--- src/design/aes_ram.sv ---
// ============================================================================
// AES generic RAM
// Single write port, single read port, registered read data.
// ============================================================================
module aes_ram #(
    parameter int Width = 32,
    parameter int Depth = 60
) (
    input  logic                     clk,
    input  logic                     we,
    input  logic [$clog2(Depth)-1:0] waddr,
    input  logic [Width-1:0]         wdata,
    input  logic [$clog2(Depth)-1:0] raddr,
    output logic [Width-1:0]         rdata
);
    logic [Width-1:0] mem [Depth];

    always_ff @(posedge clk)
    begin
        if (we)
        begin
            mem[waddr] <= wdata;
        end
        rdata <= mem[raddr];
    end
endmodule

--- config.mk ---
export PLATFORM = sky130hd
export DESIGN_NAME = aes_ram
export DESIGN_NICKNAME = d
export VERILOG_FILES = /design/src/design/aes_ram.sv
export SDC_FILE = /design/constraint.sdc
export NUM_CORES = 2
export LEC_CHECK = 0
export BUFFER_PORTS_ARGS = -buffer_cell sky130_fd_sc_hd__buf_2
export CAP_MARGIN = 10
export CORE_MARGIN = 1.5
export CORE_UTILIZATION = 45
export CTS_CLUSTER_DIAMETER = 120
export DETAILED_ROUTE_END_ITERATION = 10
export GPL_ROUTABILITY_DRIVEN = 0
export GPL_TIMING_DRIVEN = 1
export PLACE_DENSITY = 0.69
export SETUP_SLACK_MARGIN = 0.2
export SKIP_CTS_REPAIR_TIMING = 1
export SYNTH_ARGS = -nofsm -noshare
export SYNTH_HDL_FRONTEND = slang
export SYNTH_SLANG_ARGS = --single-unit
--- constraint.sdc ---
create_clock -name clk -period 3.4 [get_ports clk]
set_input_delay 0.17 -clock clk [delete_from_list [all_inputs] [get_ports clk]]
set_output_delay 0.17 -clock clk [all_outputs]
set_load 0.02 [all_outputs]
==> out/metrics.cfg <==
[route]
initialDrtViolationCount = 4829
vias = 36000
dr.pass1.iters = 5
drc = 0
wirelength_um = 183000
wire_per_inst_um = 31.3
via_per_inst = 6.17
ant_nets = 0

[hold_path]
min_path_cells = 1
hold_path_class = primary input to flip-flop

[timing]
slew_violations = 0
tns_ps = 0
worstMarginPinSlew_ps = 1200
grt_setup_unrepaired = false
fmax_mhz = 480
finalHoldViolations = 0
relSlewSlack = 0.201
fin_ws_ps = 1320
period_needed_ps = 2080
fin_worst_skew_ps = 36.9
period_share = 0.613
setup_viol = 0
hold_ws_ps = 74.9

[global_route]
grt_pass1_vias = 36100
grt.overflow.total = 0
antenna_found_initial = 9
use_met1 = 0.316
grt-busiest-layer = met2
met3_usage = 0.0396
grtUsageTotal = 0.220
use_met2 = 0.344
grt_pass1_wl_um = 261000
grt_max_degree = 61

[worst_setup_path]
crit_required_ps = 4050
critical-path-max-stage-delay_ps = 620
worstPathMaxFanout = 1
arrival_ps = 2740
cp_num_cells = 4
end_kind = flip-flop
slowest_stage = o21ai_0
critPathTopFamily = compound AO/OA/AOI/OAI gates
crit_path_start_kind = flip-flop
reg2regPathDepth = 4
path_class = flip-flop to flip-flop
path_cells = mux4_2 -> a22o_1 -> o21ai_0 -> o211ai_1
crit_buf_inv = 0

[synth]
synth_area_leader_cell = edfxtp_1
ys_warn_count = 0
yosys.area.top_type_share = 0.781
synth_cell_types = 38
synth_area_per_cell_um2 = 22.6
synthTopCellsByArea = edfxtp_1, mux4_2, a22oi_1
async_reset_ff_frac = 0
synth_ff_type = edfxtp_1
ys_seq_area_frac = 0.790
syn_nets = 3310
synthCells = 3264
synth_seq_cells = 1952
synth_area_mm2 = 0.0738
synth-edff-count = 1920

[place]
hpwl_um = 98500
preCtsSetupSlack_ps = 643
portBuffers = 77

[finish]
layout-drive-gt1-share = 0.290
synthToLayoutAreaGrowth_pct = 14.4
finalNetCount = 3552
final_util = 0.519

[cts]
clk_latency_ps = 820
ctsLongestPathBuffers = 3
clock-sinks = 1952
cts_tree = done
cts_made_buffers = 183
clk_pin_slew_worst_paths_ps = 60
clockRootBuffer = clkbuf_16
h-tree-depth = 4

[floorplan]
dieWidth_um = 408
dieArea_mm2 = 0.166
row_count = 148
start_util = 0.453
core_mm2 = 0.163
die_h_um = 408
io_pins = 78

[power_and_ir_drop]
power_density_mw_per_mm2 = 591
p_leak_nw = 26.3
vdd_drop_max_v = 0.000559
power_mw = 49.9

[flow_run]
maxCapViolCount = 0

[status]
outcome = complete, no violations

-- metal layers --
layer  up-vias  part of all wire
met5         -           0.00036
met3       298             0.095
met1     19300              0.40
met4        10             0.028
met2      1971              0.48
li1      14400                 -
-- cell usage in the layout, fill, tap and decap left out, types with 13 or more instances in the layout --
| cell | count |
|---|---|
| edfxtp_1 | 1920 |
| a22o_1 | 26 |
| mux2i_1 | 38 |
| o21ai_1 | 18 |
| a22oi_1 | 109 |
| clkbuf_1 | 27 |
| o211a_1 | 19 |
| o21a_1 | 19 |
| nand2_1 | 62 |
| nor2_1 | 24 |
| a221oi_1 | 19 |
| a31oi_1 | 19 |
| a31o_2 | 13 |
| clkinv_2 | 35 |
| a21oi_1 | 45 |
| dfxtp_1 | 32 |
| buf_2 | 73 |
| mux4_2 | 461 |
| and3_1 | 19 |
| nor2_4 | 60 |
| bufinv_16 | 22 |
| buf_12 | 50 |
| buf_4 | 120 |
| o21ai_0 | 65 |
| clkinv_1 | 50 |
| o211ai_1 | 32 |
| clkbuf_16 | 191 |
| nand3_1 | 43 |
-- cells by family (layout without fill, tap and decap cells) --
group | after synthesis | count (layout) | share of synthesized area
compound gates | 384 | 384 | 0.0360
buf+inv | 192 | 593 | 0.0138
flops | 1952 | 1952 | 0.790
mux | 499 | 499 | 0.146
other cells | 0 | 3 | 0
simple gates | 237 | 237 | 0.0145
-- cell type report --
| cell class | count | area (µm²) |
|---|---|---|
| fillers | 12300 | 78300 |
| flip-flops and latches | 1952 | 58300 |
| multi-input cells | 1120 | 15000 |
| clock buffers | 223 | 4950 |
| well taps | 2175 | 2720 |
| repair buffers | 246 | 2310 |
| clock inverters | 121 | 1170 |
| inverters | 3 | 11.3 |
| diodes | 3 | 7.51 |
-- Yosys cell counts (all sizes together) (13+ instances only) --
cell type and count:
clkbuf 91, mux4 461, nor2 86, o211ai 32
mux2i 38, o21a 19, edfxtp 1920, o21ai 83
a22o 26, a22oi 109, buf 98, and3 19
a31o 13, a31oi 19, dfxtp 32, nand3 43
o211a 19, nand2 62, a21oi 45, a221oi 19
-- final timing paths --
kind / to / startpoint / slack (ps)
hold reg to reg: rdata[16] / mem[57][16] / 820
setup reg to reg: rdata[4] / mem[31][4] / 1320
hold / removal: mem[43][3] / wdata[3] / 70
setup / recovery: rdata[4] / mem[31][4] / 1320
-- power by group --
part           internal, mW  switching [mW]  total, mW  leakage (nW)
logic                 0.882            1.53       2.41          5.80
registers              26.6           0.104       26.7          17.5
clock network          12.0            8.74       20.8          3.00
-- per-stage QoR --
step,instance area (µm²),instances
final,84500,5843
after CTS,84400,5839
after floorplan,73800,3264
after detailed placement,78300,5495
after global placement,78300,5495
after global routing,84500,5840
-- worst reg2reg max path, cell delays in order (launching register included) --
cell	delay, ps
edfxtp_1	370
mux4_2	510
a22o_1	250
o21ai_0	620
o211ai_1	180
-- sequential cells by signal (all words and copies together) (netlist names) --
register / cells
mem: 1920
rdata: 32
Power figures use the tool's default switching activity.
